===== src/design/dps_pkg.sv =====
package dps_pkg;

  localparam int unsigned DataW   = 16;
  localparam int unsigned LimitW  = 15;
  localparam int unsigned SumW    = 32;
  localparam int unsigned RegIdxW = 3;

  typedef enum logic [RegIdxW-1:0] {
    REG_SPEED_KP   = 3'd0,
    REG_SPEED_KI   = 3'd1,
    REG_SPEED_KD   = 3'd2,
    REG_HEADING_KP = 3'd3,
    REG_HEADING_KI = 3'd4,
    REG_HEADING_KD = 3'd5,
    REG_STEER_LIM  = 3'd6,
    REG_THROT_LIM  = 3'd7
  } reg_idx_e;

  typedef struct packed {
    logic signed [DataW-1:0] measured_speed;
    logic signed [DataW-1:0] measured_heading;
    logic signed [DataW-1:0] goal_speed;
    logic signed [DataW-1:0] goal_heading;
  } in_item_t;

  typedef struct packed {
    logic signed [DataW-1:0] steer_out;
    logic signed [DataW-1:0] throttle_out;
    logic signed [DataW-1:0] speed_err_out;
    logic signed [DataW-1:0] heading_err_out;
  } out_item_t;

  typedef struct packed {
    logic signed [DataW-1:0] speed_kp;
    logic signed [DataW-1:0] speed_ki;
    logic signed [DataW-1:0] speed_kd;
    logic signed [DataW-1:0] heading_kp;
    logic signed [DataW-1:0] heading_ki;
    logic signed [DataW-1:0] heading_kd;
    logic [LimitW-1:0]       steer_limit;
    logic [LimitW-1:0]       throttle_limit;
  } cfg_t;

  typedef struct packed {
    logic signed [DataW-1:0] speed_err;
    logic signed [DataW-1:0] heading_err;
    logic signed [DataW:0]   speed_diff;
    logic signed [DataW:0]   heading_diff;
    logic signed [SumW-1:0]  speed_sum;
    logic signed [SumW-1:0]  heading_sum;
    logic                    use_d;
  } err_t;

  localparam logic [LimitW-1:0] LimitReset = '1;

  function automatic logic signed [DataW-1:0] sat_data(logic signed [DataW:0] v);
    logic signed [DataW-1:0] r;
    if (v[DataW] != v[DataW-1]) begin
      r = v[DataW] ? {1'b1, {(DataW-1){1'b0}}} : {1'b0, {(DataW-1){1'b1}}};
    end else begin
      r = v[DataW-1:0];
    end
    return r;
  endfunction

  function automatic logic signed [SumW-1:0] sat_sum(logic signed [SumW:0] v);
    logic signed [SumW-1:0] r;
    if (v[SumW] != v[SumW-1]) begin
      r = v[SumW] ? {1'b1, {(SumW-1){1'b0}}} : {1'b0, {(SumW-1){1'b1}}};
    end else begin
      r = v[SumW-1:0];
    end
    return r;
  endfunction

endpackage


===== src/design/dps_cfg_regs.sv =====
module dps_cfg_regs (
  input  logic                           clk_i,
  input  logic                           rst_ni,
  input  logic                           cfg_we_i,
  input  logic [dps_pkg::RegIdxW-1:0]    cfg_idx_i,
  input  logic [dps_pkg::DataW-1:0]      cfg_wdata_i,
  output dps_pkg::cfg_t                  cfg_o
);
  import dps_pkg::*;

  cfg_t cfg_q, cfg_d;

  always_comb begin
    cfg_d = cfg_q;
    if (cfg_we_i) begin
      unique case (reg_idx_e'(cfg_idx_i))
        REG_SPEED_KP:   cfg_d.speed_kp       = cfg_wdata_i;
        REG_SPEED_KI:   cfg_d.speed_ki       = cfg_wdata_i;
        REG_SPEED_KD:   cfg_d.speed_kd       = cfg_wdata_i;
        REG_HEADING_KP: cfg_d.heading_kp     = cfg_wdata_i;
        REG_HEADING_KI: cfg_d.heading_ki     = cfg_wdata_i;
        REG_HEADING_KD: cfg_d.heading_kd     = cfg_wdata_i;
        REG_STEER_LIM:  cfg_d.steer_limit    = cfg_wdata_i[LimitW-1:0];
        REG_THROT_LIM:  cfg_d.throttle_limit = cfg_wdata_i[LimitW-1:0];
        default:        cfg_d = cfg_q;
      endcase
    end
  end

  always_ff @(posedge clk_i or negedge rst_ni) begin
    if (!rst_ni) begin
      cfg_q <= {{(6*DataW){1'b0}}, LimitReset, LimitReset};
    end else begin
      cfg_q <= cfg_d;
    end
  end

  assign cfg_o = cfg_q;

endmodule


===== config.mk =====
export PLATFORM = sky130hd
export DESIGN_NAME = dps_cfg_regs
export DESIGN_NICKNAME = d
export VERILOG_FILES = /design/src/design/dps_pkg.sv /design/src/design/dps_cfg_regs.sv
export SDC_FILE = /design/constraint.sdc
export NUM_CORES = 1
export LEC_CHECK = 0
export BUFFER_PORTS_ARGS = -buffer_cell sky130_fd_sc_hd__buf_2
export CAP_MARGIN = 20
export CORE_ASPECT_RATIO = 0.6
export CORE_MARGIN = 3
export CORE_UTILIZATION = 51
export CTS_BUF_LIST = sky130_fd_sc_hd__clkbuf_4 sky130_fd_sc_hd__clkbuf_8
export CTS_CLUSTER_SIZE = 40
export DETAILED_ROUTE_END_ITERATION = 10
export GPL_TIMING_DRIVEN = 0
export PLACE_DENSITY = 0.78
export SLEW_MARGIN = 15
export SYNTH_ARGS = -nofsm -noshare
export SYNTH_HDL_FRONTEND = slang
export SYNTH_SLANG_ARGS = --single-unit
export TNS_END_PERCENT = 20

===== constraint.sdc =====
create_clock -name clk_i -period 0.9 [get_ports clk_i]
set_input_delay 0.045 -clock clk_i [delete_from_list [all_inputs] [get_ports clk_i]]
set_output_delay 0.045 -clock clk_i [all_outputs]
set_load 0.02 [all_outputs]

==> Word level (Yosys, flattened, before mapping) <==
Cells that the tools add are included.
{ "classes": {"n_eq_ne": 7, "reduce_logical": 9} }
{ "op_table": {"columns": ["operator", "count"], "rows": [
  ["2-bit AND reduction", 8],
  ["3-bit == test (second input constant)", 4],
  ["3-bit by 2-bit == test with 1-bit output (second input constant)", 2],
  ["3-bit by 1-bit == test with 1-bit output (second input constant)", 1],
  ["3-bit zero test", 1]
]} }
{ "totals": {"ff_bits": 126, "inputBits": 22, "output_inout_bits": 126, "word_cells": 24} }

==> Logic depth before layout (Yosys ltp) <==
{ "depth": {"ltp_word": 2, "mapped_depth": 5} }

==> Least setup slack after synthesis <==
OpenSTA, ideal clock, no wires.
{ "synth_path": {"path_type": "input to register", "startpoint": "in cfg_idx_i[0] (netlist name)", "endpoint": "reg cfg_q, in the netlist cfg_o[116]", "arrival_ps": 1136, "setup_slack_ps": -361, "path_stages": 4, "n_path_buf": 2, "cell_sequence": "buf_6 -> nor4b_4 -> buf_8 -> mux2_4"} }
{ "synth_via": {"elab_chain_len": 2} }
{ "synth_lines": {"columns": ["element", "line_no", "rtl"], "rows": [
  ["from (decl)", "dps_cfg_regs.sv:5", "input logic [dps_pkg::RegIdxW-1:0] cfg_idx_i,"],
  ["3-bit zero test", "dps_cfg_regs.sv:16", "unique case (reg_idx_e'(cfg_idx_i))"],
  ["2-bit AND reduction (no line)", null, null],
  ["to (signal assigned)", "dps_cfg_regs.sv:32", "cfg_q <= {{(6*DataW){1'b0}}, LimitReset, LimitReset};"],
  ["to (signal assigned)", "dps_cfg_regs.sv:34", "cfg_q <= cfg_d;"],
  ["to (decl)", "dps_cfg_regs.sv:11", "cfg_t cfg_q, cfg_d;"]
]} }
No other way between the ends.
A chain may end at the register's enable or synchronous reset.

==> Worst setup path in the final report <==
{ "layout_path": {"startpoint": "reg cfg_q, in the netlist cfg_o[14]", "endpoint": "out cfg_o[14] (netlist name)"} }
{ "layout_rtl": {"columns": ["element", "line_no", "rtl"], "rows": [
  ["to (decl)", "dps_cfg_regs.sv:7", "output dps_pkg::cfg_t cfg_o"]
]} }
No word-level cell between the ends.

==> flow_metrics.tcl <==
set metrics [dict create \
    max_stage_delay_ns 0.55 \
    start_util_pct 54.7 \
    coreArea_um2 8910 \
    critPathRequiredTime_ns 0.85 \
    gp_congestion 0.786 \
    fmax_mhz 878 \
    powerDensity_nw_per_um2 2700 \
    period_minus_slack_ns 1.14 \
    grt_pass1_vias 3279 \
    irDropWorstVdd_uv 1600 \
    grt.busiest_layer "met2" \
    area_growth_pct 42.2 \
    hp-class "in -> async" \
    setup_viol 134 \
    drv_slew 0 \
    yosysUniqueCellTypes 12 \
    clockBufferDepth 2 \
    row_count 26 \
    grtUsageMet1_pct 29.9 \
    diodes 0 \
    drive_above_1_share_pct 76.2 \
    vias_per_cell 5.17 \
    fillers 535 \
    post-place-cells 545 \
    setup_slack_ns -0.239 \
    die-area_um2 10800 \
    rsz0062_at_grt "true" \
    first_iter_violations 90 \
    grt_util_met3_pct 9.36 \
    cp_top_family "flip-flops" \
    crit_path_end "cfg_o[14]" \
    max-cap-violations 0 \
    r2r-end "cfg_o[87]" \
    die_h_um 81.8 \
    multi_input_area_um2 1630 \
    ios 148 \
    rr_startpoint "cfg_o[87]" \
    syn_nets 297 \
    grt_use_total_pct 22.7 \
    seq_area_frac_synth_pct 65.4 \
    design_area_um2 6940 \
    drt-pass1-iter-count 4 \
    placed_cell_area_um2 5850 \
    path_buf_inv 1 \
    syn_avg_cell_area_um2 17.7 \
    critPathLaunch "cfg_o[14]" \
    synth-seq-cells 126 \
    grt_overflow 0 \
    start_kind "flop" \
    reg2reg_depth 2 \
    cts_tree "built" \
    hold_violations 0 \
    die_x_um 132 \
    regArea_um2 3190 \
    ys_warn_count 0 \
    cts.reportedPaths.clkPinSlew_ns 0.07 \
    route.detailed.drc 0 \
    grtUsageMet2_pct 34.7 \
    final.setup.tns_ns -16.54 \
    cts_root_buffer "clkbuf_8" \
    final_antenna_net_count 0 \
    worstSetupPathDepth 1 \
    worstSetupPathType "reg -> out" \
    grt_pass1_wl_um 18300 \
    netlist_instances 275 \
    wire_per_inst_um 20.0 \
    crit_path_cell_trace "buf_6" \
    dp.final_hpwl_um 7910 \
    numPortBuffers 143 \
    routed_wl_um 12000 \
    layoutNonFillerInstCount 600 \
    worst_pin_slew_ns 0.416 \
    arrival_ns 1.09 \
    cts_inserted_buffers 17 \
    largest_reg_flops 126 \
    slew_headroom_pct 72.2 \
    clock_latency_ns 0.42 \
    crit_path_end_kind "output port" \
    cp_max_fo 2 \
    antenna_found_initial 0 \
    period_share_pct 127 \
    p_leak_nw 3.25 \
    htreeDepth 4 \
    status "finished, violations left" \
    skew_ns 0 \
    syn-cell-area_um2 4880 \
    post-route-util_pct 77.9 \
    vias 3099 \
    grt_max_degree 85 \
    cts_num_sinks 126 \
    violations "negative setup slack" \
    cp_slowest_cell "dfstp_2" \
    nets 483 \
    reg2reg_slack_ns -0.01 \
]
[power by group]
part | internal [W] | switching, W
Combinational | 0.00284 | 0.00286
Clock | 0.00306 | 0.00204
Sequential | 0.00714 | 0.000804
[metal layers]
metal	wire, um	share of wire, %
met2	5580	47
met4	120	1.0
met3	1000	8.4
met5	0	0
met1	5270	44
[repair_timing]
item,in CTS,in global routing
hold buffers,17,0
pin swaps,0,1
endpoints found under the hold margin,225,0
endpoints found under the setup margin,138,253
resized for setup,84,59
setup buffers,0,6
gates cloned,0,0
[metrics by stage]
| stage | setup slack (ns) | hold slack [ns] | total power [W] |
|---|---|---|---|
| 6_report | -0.239 | 0.0962 | 0.0187 |
| 5_1_grt | -0.284 | 0.0907 | 0.0196 |
| 4_1_cts | -0.264 | 0.0275 | 0.0185 |
| 3_5_place_dp | -0.616 | -0.00718 | 0.0127 |
| 3_3_place_gp | -1.69 | 0.379 | 0.0125 |
| 2_1_floorplan | -0.358 | -0.251 | 0.0108 |
[Yosys cell counts]
cell,instances,area share (%)
buf_4,2,0.31
dfstp_2,30,16
buf_8,1,0.31
dfrtp_1,96,49
mux2_2,116,27
nand4b_2,3,0.92
nor4bb_1,3,0.62
buf_2,7,0.72
buf_6,5,1.2
nand4_2,1,0.26
mux2_4,10,3.1
nor4b_4,1,0.49
[area by class of cell]
class                           instances  area share, %
Sequential cell                       126           46.0
Multi-Input combinational cell        134           23.5
Timing Repair Buffer                  167           19.7
Clock buffer                           25           4.42
Buffer                                 15           2.52
Tap cell                              126           2.27
Clock inverter                          7           1.59
[worst min path at each step]
stage	from	end	slack, ns	cells after the start
floorplan	rst_ni	cfg_o[100]	-0.25	0
global placement	cfg_wdata_i[9]	cfg_o[87]	0.38	2
detailed placement	rst_ni	cfg_o[124]	-0.007	1
CTS	cfg_idx_i[1]	cfg_o[112]	0.03	3
global route	rst_ni	cfg_o[124]	0.09	2
finish	rst_ni	cfg_o[94]	0.1	2
[cells by family after synthesis]
family / share of synthesized area, %
buffers and inverters: 2.49
flip-flops: 65.4
AND/OR/NAND/NOR: 2.28
multiplexers: 29.8
[layout by cell type, fill, tap and decap left out]
| cell | Yosys | routed |
|---|---|---|
| nand4b_2 | 3 | 3 |
| nor4bb_2 | 0 | 3 |
| buf_16 | 0 | 1 |
| clkbuf_8 | 0 | 19 |
| buf_6 | 5 | 66 |
| clkinv_2 | 0 | 4 |
| buf_12 | 0 | 5 |
| clkbuf_4 | 0 | 6 |
| buf_4 | 2 | 7 |
| nand4_2 | 1 | 1 |
| bufinv_16 | 0 | 3 |
| buf_8 | 1 | 2 |
| nor4b_4 | 1 | 1 |
| mux2_4 | 10 | 22 |
| dfrtp_1 | 96 | 96 |
| buf_2 | 7 | 84 |
| mux2_2 | 116 | 104 |
| dfstp_2 | 30 | 30 |
| dlygate4sd3_1 | 0 | 17 |
No activity file was read; power rests on OpenSTA's default activity.
