[config.mk]
export PLATFORM = sky130hd
export DESIGN_NAME = dps_pid_term
export DESIGN_NICKNAME = d
export VERILOG_FILES = /design/src/design/dps_pkg.sv /design/src/design/dps_pid_term.sv
export SDC_FILE = /design/constraint.sdc
export NUM_CORES = 2
export LEC_CHECK = 0
export BUFFER_PORTS_ARGS = -buffer_cell sky130_fd_sc_hd__buf_2
export CORE_MARGIN = 5
export CORE_UTILIZATION = 55
export DETAILED_ROUTE_END_ITERATION = 6
export PLACE_DENSITY = 0.83
export SLEW_MARGIN = 20
export SYNTH_ARGS = -nofsm -noshare
export SYNTH_HDL_FRONTEND = slang
export SYNTH_SLANG_ARGS = --single-unit
[constraint.sdc]
create_clock -name vclk -period 35.9
set_input_delay 3.59 -clock vclk [all_inputs]
set_output_delay 3.59 -clock vclk [all_outputs]
set_load 0.02 [all_outputs]
[src/design/dps_pkg.sv]
package dps_pkg;

  localparam int unsigned DataW   = 16;
  localparam int unsigned LimitW  = 15;
  localparam int unsigned SumW    = 32;
  localparam int unsigned RegIdxW = 3;

  typedef enum logic [RegIdxW-1:0] {
    REG_SPEED_KP   = 3'd0,
    REG_SPEED_KI   = 3'd1,
    REG_SPEED_KD   = 3'd2,
    REG_HEADING_KP = 3'd3,
    REG_HEADING_KI = 3'd4,
    REG_HEADING_KD = 3'd5,
    REG_STEER_LIM  = 3'd6,
    REG_THROT_LIM  = 3'd7
  } reg_idx_e;

  typedef struct packed {
    logic signed [DataW-1:0] measured_speed;
    logic signed [DataW-1:0] measured_heading;
    logic signed [DataW-1:0] goal_speed;
    logic signed [DataW-1:0] goal_heading;
  } in_item_t;

  typedef struct packed {
    logic signed [DataW-1:0] steer_out;
    logic signed [DataW-1:0] throttle_out;
    logic signed [DataW-1:0] speed_err_out;
    logic signed [DataW-1:0] heading_err_out;
  } out_item_t;

  typedef struct packed {
    logic signed [DataW-1:0] speed_kp;
    logic signed [DataW-1:0] speed_ki;
    logic signed [DataW-1:0] speed_kd;
    logic signed [DataW-1:0] heading_kp;
    logic signed [DataW-1:0] heading_ki;
    logic signed [DataW-1:0] heading_kd;
    logic [LimitW-1:0]       steer_limit;
    logic [LimitW-1:0]       throttle_limit;
  } cfg_t;

  typedef struct packed {
    logic signed [DataW-1:0] speed_err;
    logic signed [DataW-1:0] heading_err;
    logic signed [DataW:0]   speed_diff;
    logic signed [DataW:0]   heading_diff;
    logic signed [SumW-1:0]  speed_sum;
    logic signed [SumW-1:0]  heading_sum;
    logic                    use_d;
  } err_t;

  localparam logic [LimitW-1:0] LimitReset = '1;

  function automatic logic signed [DataW-1:0] sat_data(logic signed [DataW:0] v);
    logic signed [DataW-1:0] r;
    if (v[DataW] != v[DataW-1]) begin
      r = v[DataW] ? {1'b1, {(DataW-1){1'b0}}} : {1'b0, {(DataW-1){1'b1}}};
    end else begin
      r = v[DataW-1:0];
    end
    return r;
  endfunction

  function automatic logic signed [SumW-1:0] sat_sum(logic signed [SumW:0] v);
    logic signed [SumW-1:0] r;
    if (v[SumW] != v[SumW-1]) begin
      r = v[SumW] ? {1'b1, {(SumW-1){1'b0}}} : {1'b0, {(SumW-1){1'b1}}};
    end else begin
      r = v[SumW-1:0];
    end
    return r;
  endfunction

endpackage

[src/design/dps_pid_term.sv]
module dps_pid_term (
  input  logic signed [dps_pkg::DataW-1:0] err_i,
  input  logic signed [dps_pkg::SumW-1:0]  sum_i,
  input  logic signed [dps_pkg::DataW:0]   diff_i,
  input  logic                             use_d_i,
  input  logic signed [dps_pkg::DataW-1:0] kp_i,
  input  logic signed [dps_pkg::DataW-1:0] ki_i,
  input  logic signed [dps_pkg::DataW-1:0] kd_i,
  input  logic [dps_pkg::LimitW-1:0]       limit_i,
  output logic signed [dps_pkg::DataW-1:0] out_o
);
  import dps_pkg::*;

  localparam int unsigned PW   = 2 * DataW;
  localparam int unsigned IW   = DataW + SumW;
  localparam int unsigned DW   = 2 * DataW + 1;
  localparam int unsigned TotW = IW + 2;
  localparam int unsigned ShW  = TotW - 8;

  logic signed [PW-1:0]   p_prod;
  logic signed [IW-1:0]   i_prod;
  logic signed [DW-1:0]   d_full;
  logic signed [DW-1:0]   d_prod;
  logic signed [TotW-1:0] total;
  logic signed [ShW-1:0]  rounded;
  logic signed [ShW-1:0]  lim_pos, lim_neg;
  logic signed [ShW-1:0]  clamped;

  assign p_prod = kp_i * err_i;
  assign i_prod = ki_i * sum_i;
  assign d_full = kd_i * diff_i;
  assign d_prod = use_d_i ? d_full : '0;

  // round half up from the Q8.8 gain scale to integer: add half LSB then floor shift
  assign total   = TotW'(p_prod) + TotW'(i_prod) + TotW'(d_prod) + TotW'(128);
  assign rounded = total[TotW-1:8];

  assign lim_pos = ShW'($signed({1'b0, limit_i}));
  assign lim_neg = -lim_pos;

  always_comb begin
    if (rounded > lim_pos) begin
      clamped = lim_pos;
    end else if (rounded < lim_neg) begin
      clamped = lim_neg;
    end else begin
      clamped = rounded;
    end
  end

  assign out_o = clamped[DataW-1:0];

endmodule

* After elaboration in Yosys (flattened, before gate mapping)
Cells that the tools add are included.
** Word-level totals
- Output and inout port bits :: 16
- Register bits :: 0
- Word-level logic and storage cells :: 12
** Cells by class
- $add $sub $neg :: 4
- Multiply operators :: 3
- Multiplexer cells :: 3
- Magnitude comparators :: 2
** Operator list (count)
- $add A49 B33 Y50 :: 1
- $add A50 B9 Y50 const B :: 1
- $add A32 B48 Y49 :: 1
- $mul A16 B32 Y48 :: 1
- $gt A42 B16 Y1 :: 1
- $lt A42 B42 Y1 :: 1
- $neg A15 Y42 :: 1
- $mul A16 B17 Y33 :: 1
- $mux W33 :: 1
- $mul A16 B16 Y32 :: 1
- $mux W16 :: 2

* Depth between registers and ports, before layout
- Depth in word-level cells :: 7
- Depth in mapped cells :: 67
- Depth with buffers taken out :: 61

* Worst setup path after synthesis
Ideal clock, no wire load.
- Path type :: input to output
- Start point :: input kd_i[8] in the netlist's numbering
- End point :: output out_o[10] in the netlist's numbering
- Data required time :: 32.310 ns
- Setup slack :: 13.697 ns
- Buffers on the path :: 6
- Stages :: 62
- Arrival :: 18.613 ns
- Cells stage by stage :: clkbuf_1 -> clkbuf_1 -> nand2_1 -> fa_1 -> inv_1 -> fa_1 -> fa_1 -> fa_1 -> fa_1 -> fa_1 -> ha_1 -> a21o_1 -> a21oi_1 -> o21ai_0 -> a21o_1 -> a211oi_1 -> a21oi_1 -> nor2_1 -> [26 not listed] -> o31ai_1 -> a21boi_0 -> o21ai_0 -> nand2_1 -> inv_1 -> clkbuf_1 -> ha_1 -> nor2_1 -> nand2_1 -> nor3_1 -> a21oi_1 -> a211oi_1 -> o31ai_1 -> o211a_1 -> o221a_2 -> buf_2 -> mux2_2 -> a221o_1
** Between the ends
- Word-level cells in the longest chain between the ends :: 7
** Ends and longest elaborated chain
- start, declared :: line dps_pid_term.sv:8 : input logic signed [dps_pkg::DataW-1:0] kd_i,
- $mul A16 B17 Y33 * :: line dps_pid_term.sv:31 : assign d_full = kd_i * diff_i;
- $mux W33 * :: line dps_pid_term.sv:32 : assign d_prod = use_d_i ? d_full : '0;
- $add A49 B33 Y50 * :: line dps_pid_term.sv:35 : assign total = TotW'(p_prod) + TotW'(i_prod) + TotW'(d_prod) + TotW'(128);
- $add A50 B9 Y50 * :: line dps_pid_term.sv:35
- $lt A42 B42 Y1 :: line dps_pid_term.sv:44 : end else if (rounded < lim_neg) begin
- $mux W16 :: line dps_pid_term.sv:44
- $mux W16 * :: line dps_pid_term.sv:42 : if (rounded > lim_pos) begin
- end, declared :: line dps_pid_term.sv:10 : output logic signed [dps_pkg::DataW-1:0] out_o
Mark *: on every way between the ends. The rest lies on a longest branch, timed or not.

* Worst setup path after layout
- Start point :: input kd_i[1] in the netlist's numbering
- End point :: output out_o[12] in the netlist's numbering
Same word-level chain as after synthesis.

==> impl_metrics.yaml <==
worst_hold_path:
  min_path_type: "input pin to output port"
  whs_path_depth: 4
  min_to: "out_o[14]"
  hp-start: "limit_i[14]"
die:
  die_h_um: 291
  pin_count: 145
  rows: 103
  fp.dieW_um: 291
  core_area_mm2: 0.0786
  initial_core_util: 0.552
  dieArea_mm2: 0.0847
worst_setup_path:
  critical_path_arrival_ps: 19790
  startpoint_type: "input pin"
  criticalPathCategory: "input pin to output port"
  cp_num_cells: 59
  max_stage_delay_ps: 880
  crit_buf_inv: 12
  end_kind: "output port"
  crit_required_ps: 32310
  worst-path-max-fanout: 30
  critical-path-top-delay-family: "adder cells"
  crit_path_top_delay_cell: "fa_1"
  crit_top_cell: "fa_1"
grt:
  grt-ovfl-total: 0
  grt_pass1_wl_um: 181000
  grt_usage: 0.258
  grt_max_degree: 37
  grt_pass1_vias: 35405
  antenna_found_initial: 18
synthesis:
  synthSimpleGateAreaFrac: 0.155
  avgSynthCellArea_um2: 9.04
  syn_area_mm2: 0.0434
  synth_top_family_by_area: "adder cells"
  synth_fa_ha_area_frac: 0.642
  yosys_warnings: 0
  ys_types: 90
  synth_compound_area_frac: 0.0530
  synth_xor_area_frac: 0.0177
  synthesis.nets: 6442
  muxShareOfSynthArea: 0.00516
  syn_inst: 4802
  ys_seq_area_frac: 0
placed_design:
  numPortBuffers: 145
  routabilityCongestion: 0.948
  hpwl_um: 93900
  dpl_worst_slack_ps: 12620
route:
  top_layer: "met5"
  first_pass_iters: 6
  dr_wl_met3_um: 9380
  wire_per_inst_um: 18.1
  via_count: 31763
  wl_met1_um: 42400
  antenna_left: 0
  dr_wl_met2_um: 50700
  vias_per_cell: 5.45
  drt-initial-drc-count: 2370
  routed_wl_um: 106000
  drc_errors: 0
sta:
  tns_ps: 0
  setup_ws_ps: 12520
  finalSetupViolations: 0
  timing.final.crit_share: 0.651
  rsz0062_at_grt: "false"
  maxSlewViolCount: 0
  fin_hold_ws_ps: 7650
  period_needed_ps: 23380
  tightest_slew_ps: 980
  clock.fmax_ghz: 0.0428
  slew-limit-headroom: 0.342
  finalHoldViolations: 0
final_layout:
  fillers: 6641
  seq_area_um2: 0
  fin_nets: 6409
  area_growth_pct: 3.14
  flops_and_latches: 0
  drive_gt1_frac: 0.0401
  clkbuf_count: 0
clock_network:
  cts_hold_buf: 0
  ctsResizeCount: 0
  post_cts_buffers: 0
job:
  drv_cap: 0
outcome:
  outcome: "complete, no violations"
## per-layer routing
layer | track usage | up-vias
met5 | 0 | -
met4 | 0.0599 | 22
met3 | 0.0491 | 234
met2 | 0.430 | 1391
met1 | 0.356 | 16170
li1 | - | 13946
## through the flow
| step | cell area (µm²) | std cells | util |
|---|---|---|---|
| floorplan | 43400 | 4802 | - |
| global placement | 44800 | 5817 | 0.570 |
| detailed placement | 44800 | 5817 | 0.570 |
| CTS | 44800 | 5817 | 0.570 |
| global route | 44800 | 5824 | 0.570 |
| finish | 44800 | 5827 | 0.570 |
## cells in the mapped netlist, drive strengths merged (20+ instances only)
cell    number  area, µm²
fa        1193      23900
nand2      680       2550
a21o        40        300
ha         318       3980
nor2       105        394
xor2        22        193
and3        20        125
clkbuf     167        628
and2       377       2360
nand2b      56        350
nor3        36        201
a21oi       80        408
inv       1283       4820
nand3       26        135
xnor2       66        578
o21ai       62        318
## layout by cell type, fill, tap and decap left out, types with 6 or more instances in the layout
cell type / Yosys / routed
a211o_1: 7 / 7
a211oi_1: 14 / 14
a21o_1: 40 / 40
a21oi_1: 78 / 78
a221o_1: 11 / 11
a31oi_1: 10 / 10
and2_1: 376 / 376
and3_1: 20 / 20
buf_2: 12 / 145
diode_2: 0 / 10
fa_1: 1193 / 1193
ha_1: 318 / 318
inv_1: 1281 / 1281
mux2_2: 11 / 11
mux2i_1: 10 / 10
nand2_1: 680 / 680
nand2b_1: 56 / 56
nand3_1: 25 / 25
nand4_1: 18 / 18
nor2_1: 105 / 105
nor2b_1: 18 / 18
nor3_1: 33 / 33
nor3b_1: 8 / 8
nor4_1: 6 / 6
o211ai_1: 15 / 15
o21a_1: 15 / 15
o21ai_0: 49 / 49
o21ai_1: 11 / 11
o31ai_1: 13 / 13
or3_1: 11 / 11
xnor2_1: 66 / 66
xor2_1: 22 / 22
## cell type report
type | count | area (µm²) | share of cell area
Multi-Input combinational cell | 3337 | 37900 | 0.846
Timing Repair Buffer | 147 | 741 | 0.0165
Inverter | 1283 | 4820 | 0.108
Antenna cell | 10 | 25.0 | 0.000559
Tap cell | 1050 | 1310 | 0.0293
## kinds of logic (layout without fill, tap and decap cells)
logic type,Yosys count,in the layout
muxes,21,21
other,0,10
AOI/OAI and AO/OA,329,329
and+or+nand+nor,1388,1388
xor gates and xnor gates,88,88
buffers and inverters,1465,1430
adders and majority gates,1511,1511
## how the worst max path moves through the flow
stage	start	slack, ps	endpoint
2_1_floorplan	kd_i[8]	13700	out_o[10]
3_3_place_gp	kd_i[1]	13010	out_o[4]
4_1_cts	kd_i[1]	12580	out_o[12]
5_1_grt	kd_i[2]	11460	out_o[8]
6_report	kd_i[1]	12520	out_o[12]
3_5_place_dp	kd_i[1]	12620	out_o[12]
Power is not shown: default switching activity piles up to over one toggle a cycle in this logic, so the estimate is an artifact.
