`src/design/dps_pkg.sv`:
```
package dps_pkg;

  localparam int unsigned DataW   = 16;
  localparam int unsigned LimitW  = 15;
  localparam int unsigned SumW    = 32;
  localparam int unsigned RegIdxW = 3;

  typedef enum logic [RegIdxW-1:0] {
    REG_SPEED_KP   = 3'd0,
    REG_SPEED_KI   = 3'd1,
    REG_SPEED_KD   = 3'd2,
    REG_HEADING_KP = 3'd3,
    REG_HEADING_KI = 3'd4,
    REG_HEADING_KD = 3'd5,
    REG_STEER_LIM  = 3'd6,
    REG_THROT_LIM  = 3'd7
  } reg_idx_e;

  typedef struct packed {
    logic signed [DataW-1:0] measured_speed;
    logic signed [DataW-1:0] measured_heading;
    logic signed [DataW-1:0] goal_speed;
    logic signed [DataW-1:0] goal_heading;
  } in_item_t;

  typedef struct packed {
    logic signed [DataW-1:0] steer_out;
    logic signed [DataW-1:0] throttle_out;
    logic signed [DataW-1:0] speed_err_out;
    logic signed [DataW-1:0] heading_err_out;
  } out_item_t;

  typedef struct packed {
    logic signed [DataW-1:0] speed_kp;
    logic signed [DataW-1:0] speed_ki;
    logic signed [DataW-1:0] speed_kd;
    logic signed [DataW-1:0] heading_kp;
    logic signed [DataW-1:0] heading_ki;
    logic signed [DataW-1:0] heading_kd;
    logic [LimitW-1:0]       steer_limit;
    logic [LimitW-1:0]       throttle_limit;
  } cfg_t;

  typedef struct packed {
    logic signed [DataW-1:0] speed_err;
    logic signed [DataW-1:0] heading_err;
    logic signed [DataW:0]   speed_diff;
    logic signed [DataW:0]   heading_diff;
    logic signed [SumW-1:0]  speed_sum;
    logic signed [SumW-1:0]  heading_sum;
    logic                    use_d;
  } err_t;

  localparam logic [LimitW-1:0] LimitReset = '1;

  function automatic logic signed [DataW-1:0] sat_data(logic signed [DataW:0] v);
    logic signed [DataW-1:0] r;
    if (v[DataW] != v[DataW-1]) begin
      r = v[DataW] ? {1'b1, {(DataW-1){1'b0}}} : {1'b0, {(DataW-1){1'b1}}};
    end else begin
      r = v[DataW-1:0];
    end
    return r;
  endfunction

  function automatic logic signed [SumW-1:0] sat_sum(logic signed [SumW:0] v);
    logic signed [SumW-1:0] r;
    if (v[SumW] != v[SumW-1]) begin
      r = v[SumW] ? {1'b1, {(SumW-1){1'b0}}} : {1'b0, {(SumW-1){1'b1}}};
    end else begin
      r = v[SumW-1:0];
    end
    return r;
  endfunction

endpackage

```
`src/design/dps_err_stage.sv`:
```
module dps_err_stage (
  input  logic              clk_i,
  input  logic              rst_ni,
  input  logic              load_i,
  input  dps_pkg::in_item_t item_i,
  output dps_pkg::err_t     err_o
);
  import dps_pkg::*;

  logic signed [SumW-1:0]  speed_sum_q, heading_sum_q;
  logic signed [DataW-1:0] prev_speed_q, prev_heading_q;
  logic                    have_prev_q;

  logic signed [DataW-1:0] speed_err, heading_err;
  logic signed [SumW-1:0]  speed_sum_d, heading_sum_d;

  assign speed_err   = sat_data({item_i.goal_speed[DataW-1], item_i.goal_speed}
                              - {item_i.measured_speed[DataW-1], item_i.measured_speed});
  assign heading_err = sat_data({item_i.goal_heading[DataW-1], item_i.goal_heading}
                              - {item_i.measured_heading[DataW-1], item_i.measured_heading});

  assign speed_sum_d   = sat_sum({speed_sum_q[SumW-1], speed_sum_q}
                                 + (SumW+1)'(speed_err));
  assign heading_sum_d = sat_sum({heading_sum_q[SumW-1], heading_sum_q}
                                 + (SumW+1)'(heading_err));

  always_comb begin
    err_o.speed_err    = speed_err;
    err_o.heading_err  = heading_err;
    err_o.speed_diff   = {speed_err[DataW-1], speed_err}
                       - {prev_speed_q[DataW-1], prev_speed_q};
    err_o.heading_diff = {heading_err[DataW-1], heading_err}
                       - {prev_heading_q[DataW-1], prev_heading_q};
    err_o.speed_sum    = speed_sum_d;
    err_o.heading_sum  = heading_sum_d;
    err_o.use_d        = have_prev_q;
  end

  always_ff @(posedge clk_i or negedge rst_ni) begin
    if (!rst_ni) begin
      speed_sum_q    <= '0;
      heading_sum_q  <= '0;
      prev_speed_q   <= '0;
      prev_heading_q <= '0;
      have_prev_q    <= 1'b0;
    end else if (load_i) begin
      speed_sum_q    <= speed_sum_d;
      heading_sum_q  <= heading_sum_d;
      prev_speed_q   <= speed_err;
      prev_heading_q <= heading_err;
      have_prev_q    <= 1'b1;
    end
  end

endmodule

```
`config.mk`:
```
export PLATFORM = sky130hd
export DESIGN_NAME = dps_err_stage
export DESIGN_NICKNAME = d
export VERILOG_FILES = /design/src/design/dps_pkg.sv /design/src/design/dps_err_stage.sv
export SDC_FILE = /design/constraint.sdc
export NUM_CORES = 1
export LEC_CHECK = 0
export BUFFER_PORTS_ARGS = -buffer_cell sky130_fd_sc_hd__buf_2
export CAP_MARGIN = 10
export CELL_PAD_IN_SITES_DETAIL_PLACEMENT = 0
export CELL_PAD_IN_SITES_GLOBAL_PLACEMENT = 1
export CORE_MARGIN = 4
export CORE_UTILIZATION = 44
export CTS_BUF_LIST = sky130_fd_sc_hd__clkbuf_8
export CTS_CLUSTER_DIAMETER = 80
export DETAILED_ROUTE_END_ITERATION = 16
export GPL_ROUTABILITY_DRIVEN = 1
export PLACE_DENSITY = 0.95
export SYNTH_ARGS = -nofsm -noshare
export SYNTH_HDL_FRONTEND = slang
export SYNTH_SLANG_ARGS = --single-unit
```
`constraint.sdc`:
```
create_clock -name clk_i -period 7.3 [get_ports clk_i]
set_input_delay 0.365 -clock clk_i [delete_from_list [all_inputs] [get_ports clk_i]]
set_output_delay 0.365 -clock clk_i [all_outputs]
set_load 0.01 [all_outputs]
```
* Yosys cells after proc, flatten, opt, wreduce, memory -nomap -nowiden
Cells that the tools add are included.
Widths: inputs -> output; s select.
** Cells by class
- Add/subtract/negate cells :: 6
- Eq/ne operators :: 4
- Muxes and demuxes :: 8
** Operator list (count)
- $mux 32 :: 4
- $sub 16x16->17 :: 4
- $add 32x16->33 :: 2
- $mux 16 :: 4
- $ne 1x1->1 :: 4
** Storage, ports and cells
- Bits in registers :: 97
- Input bits :: 67
- Output and inout bits :: 131
- Word-level logic and storage cells :: 23

* Depth between registers and ports, before layout
- Depth in word-level cells :: 6
- Gate-level depth with buffers :: 31

* Worst setup path before layout
OpenSTA, ideal clock, no wires.
- Kind :: input-to-output
- Start :: input port item_i[0] (netlist name)
- End :: output port err_o[14] (netlist name)
- Arrival :: 6087 ps
- Data required time :: 6935 ps
- Path slack :: 848 ps
- Stages on the path :: 27
- Buffers on the path :: 3
- Cells stage by stage :: inv_1 ha_1 inv_1 fa_1 a21o_1 a21o_1 a2111oi_2 o221a_2 a21oi_1 nand3_1 a21boi_1 o22ai_1 ha_1 clkbuf_1 o21ai_0 ha_1 a211oi_1 o21bai_1 o21ai_2 o21ai_1 a2111oi_2 o31ai_4 xor2_1 nand2_2 buf_2 buf_2 nand2_1
** RTL lines
- start, declared :: line dps_err_stage.sv:5 : input dps_pkg::in_item_t item_i,
- end, declared :: line dps_err_stage.sv:6 : output dps_pkg::err_t err_o

==> reports/results.md <==
• **CTS clk-pin slew, worst paths** 0.09 ns
• **wirelength, routed** 28.7 mm
• **fraction of final layout cells sized beyond drive strength 1** 23.4%
• **element type at the critical path start** input port
• **total overflow reported by the global router** 0
• **Layout Nets** 1,655
• **run status** completed
• **worst reg2reg startpoint** speed_sum_q[0]
• **Floorplan Core Area** 0.0235 mm²
• **CTS Buf Count** 9
• **standard cell with the maximum stage delay on the critical path** sky130_fd_sc_hd__a2111oi_2
• **Max Root-Sink Buffers** 2
• **CP arrival** 6.50 ns
• **area growth from synthesis to layout** 15.7%
• **period utilisation layout** 94.1%
• **net count of the mapped netlist** 1,464
• **endpoint with the worst hold slack** have_prev_q
• **Achievable Freq** 146 MHz
• **Port Buf Inserts** 197
• **worst reg-to-reg setup slack** 3.65 ns
• **Synth top cells by count** sky130_fd_sc_hd__a21oi_1 (116), sky130_fd_sc_hd__ha_1 (114), sky130_fd_sc_hd__nor2_1 (108), sky130_fd_sc_hd__inv_1 (100), sky130_fd_sc_hd__dfrtp_1 (97)
• **endpoint type of the worst setup path** output port
• **antenna violations before repair** 0
• **Placer Congestion** 0.907
• **clk_lat worst skew** 0.39 ns
• **most frequently used flop master after synthesis** sky130_fd_sc_hd__dfrtp_1
• **fraction of post-synthesis cell area in the top cell type by area** 22.9%
• **count of yosys warnings during synthesis** 0
• **Antenna diodes** 0
• **path depth of the worst reg2reg path** 13
• **endpoints failing setup** 0
• **Die W** 163 µm
• **path class of the lowest-slack min-delay path** reg -> reg
• **global-route wire length before repair** 46.5 mm
• **most used standard cell by instance count after synthesis** sky130_fd_sc_hd__a21oi_1
• **category of the critical setup timing path** in -> out
• **setup repair after global routing missed its margin** false
• **number of detailed-route iterations in the first pass** 5
• **count of flip-flops with a built-in enable after synthesis** 0
• **met1 WL** 12.7 mm
• **half-perimeter wire length of the detailed placement result** 22.5 mm
• **endpoint of the worst-slack reg-to-reg timing path** speed_sum_q[27]
• **number of vias per cell** 5.55
• **Clock H-tree levels** 3
• **max-slew headroom at the worst pin** 42.0%
• **startpoint of the most critical setup path** item_i[0]
• **number of clock sinks** 97
• **final number of max-transition violations** 0
• **Synth area leaders** sky130_fd_sc_hd__dfrtp_1 (23%), sky130_fd_sc_hd__ha_1 (13%), sky130_fd_sc_hd__xnor2_1 (6.0%), sky130_fd_sc_hd__mux2_2 (6.0%), sky130_fd_sc_hd__a21oi_1 (5.5%)
• **maximum single-stage delay on the critical path** 0.46 ns
• **final antenna-violating net count** 0
• **initial cell density of the core** 45.0%
• **count of buffers added by post-CTS timing repair for setup** 0
• **top layer in use** met4
• **Detail Route met3 WL** 1.44 mm
• **final routed wire length divided by cell count** 16.0 µm
• **asr flop ratio synth** 100%
• **instance count of the mapped netlist** 1,277
• **synthesized flop and latch total** 97
• **pin count of the biggest net entering global routing** 71
• **count of different cell masters after synthesis** 82
• **Maximum Capacitance Violations** 0
• **part of the Yosys area used for sequential elements** 22.9%
• **data required time at the worst endpoint** 6.93 ns
• **placement row count** 56
• **global routing usage summed across all routing layers** 21.0%
• **number of hold violations in the final report** 0
• **TritonCTS clock tree** built
• **transition at the pin with the smallest max-transition slack** 0.845 ns
• **number of fillers in the final layout** 2,297
• **detailed-routed wire length on met2** 14.1 mm
• **startpoint of the tightest hold check path** have_prev_q
• **vias in the first global route** 9,630
• **post-layout min period** 6.87 ns
• **synthesized area divided by synthesized cell count** 8.29 µm²
• **die height** 163 µm
• **Detailed Route Iter0 Violations** 600
• **cell at the root of the clock tree** sky130_fd_sc_hd__clkbuf_8
• **vias post-DR** 9,944
• **smallest hold slack** 0.468 ns
• **worst hold stages** 1
• **critical path fanouts, max** 18
• **I/O pin total** 198
• **cell area after technology mapping** 0.0106 mm²
• **post-detailed-route DRC marker count** 0
• **library cell occupying the most area in the post-synthesis netlist** sky130_fd_sc_hd__dfrtp_1
• **Die Area** 0.0266 mm²
• **worst clock skew** 0.0208 ns
## layout by cell type (no fill, tap or decap), drive strengths merged, types with 8 or more instances in the layout
cell / count
buf: 227
a21oi: 116
ha: 114
nor2: 109
inv: 101
dfrtp: 97
nand2: 86
xnor2: 73
o21ai: 69
mux2: 60
a21o: 51
xor2: 38
nand3: 29
nor3: 27
a31oi: 22
o21a: 21
nand2b: 17
and3: 16
nor2b: 14
a211oi: 13
o2bb2ai: 12
o22ai: 11
clkbuf: 10
or2: 9
mux2i: 9
o211ai: 9
maj3: 9
o21bai: 8
## flip-flops by register name, summed over array words and instances (netlist names)
| name | flops |
|---|---|
| have_prev_q | 1 |
| heading_sum_q | 32 |
| prev_speed_q | 16 |
| speed_sum_q | 32 |
| prev_heading_q | 16 |
## cell type report
cell class / instances / area (µm²) / share of cell area, %
repair buffers: 228 / 1230 / 10.0
multi-input cells: 1031 / 7590 / 62.0
inverters: 101 / 380 / 3.10
clock inverters: 6 / 82.6 / 0.674
well taps: 319 / 399 / 3.26
clock buffers: 10 / 138 / 1.12
flip-flops and latches: 97 / 2430 / 19.8
## what timing repair did
action	CTS	global route
hold buffers	1	0
setup endpoints to repair	2	28
pin swaps	0	0
gates resized for setup	1	12
hold endpoints to repair	10	0
cloned	0	0
## worst max-delay path, delay by kind of cell
kind / cells / cell delay [ns]
AND/OR/NAND/NOR: 3 / 0.30
AO/OA/AOI/OAI: 16 / 3.54
buffers and inverters: 7 / 0.74
adder cells (fa/ha/maj): 5 / 1.51
## per-layer routing
| layer | up-vias | global-route usage, % |
|---|---|---|
| met3 | 36 | 2.75 |
| met4 | 0 | 4.80 |
| li1 | 4972 | - |
| met1 | 4679 | 26.7 |
| met2 | 257 | 37.7 |
| met5 | - | 0 |
## cell families (layout without fill, tap and decap cells)
family                   count (synthesis)  after routing  share of synthesized area, %
AND/OR/NAND/NOR                        334            334                          15.0
multiplexers                            69             69                          7.38
XOR/XNOR                               111            111                          9.18
buffers and inverters                  149            345                          5.82
flip-flops                              97             97                          22.9
adder cells (fa/ha/maj)                129            129                          15.5
AO/OA/AOI/OAI                          388            388                          24.1
## worst max path at each step
stage | endpoint | cells past startpoint
2_1_floorplan | err_o[14] | 27
5_1_grt | err_o[19] | 31
3_5_place_dp | err_o[8] | 25
3_3_place_gp | err_o[7] | 25
4_1_cts | err_o[8] | 29
6_report | err_o[19] | 31
## through the flow
step	area, µm²	setup slack [ns]	cells	TNS (ns)	utilization, %
2_1_floorplan	10600	0.848	1277	0	-
3_5_place_dp	12000	-0.0313	1775	-0.0360	50.8
6_report	12300	0.433	1792	0	52.0
3_3_place_gp	12000	0.139	1775	0	50.8
4_1_cts	12200	0.130	1792	0	51.8
5_1_grt	12300	0.000262	1792	0	52.0
Power is left out: the tool's default activity adds up to more than one toggle a clock period on the data nets, which glitch-free logic cannot reach.
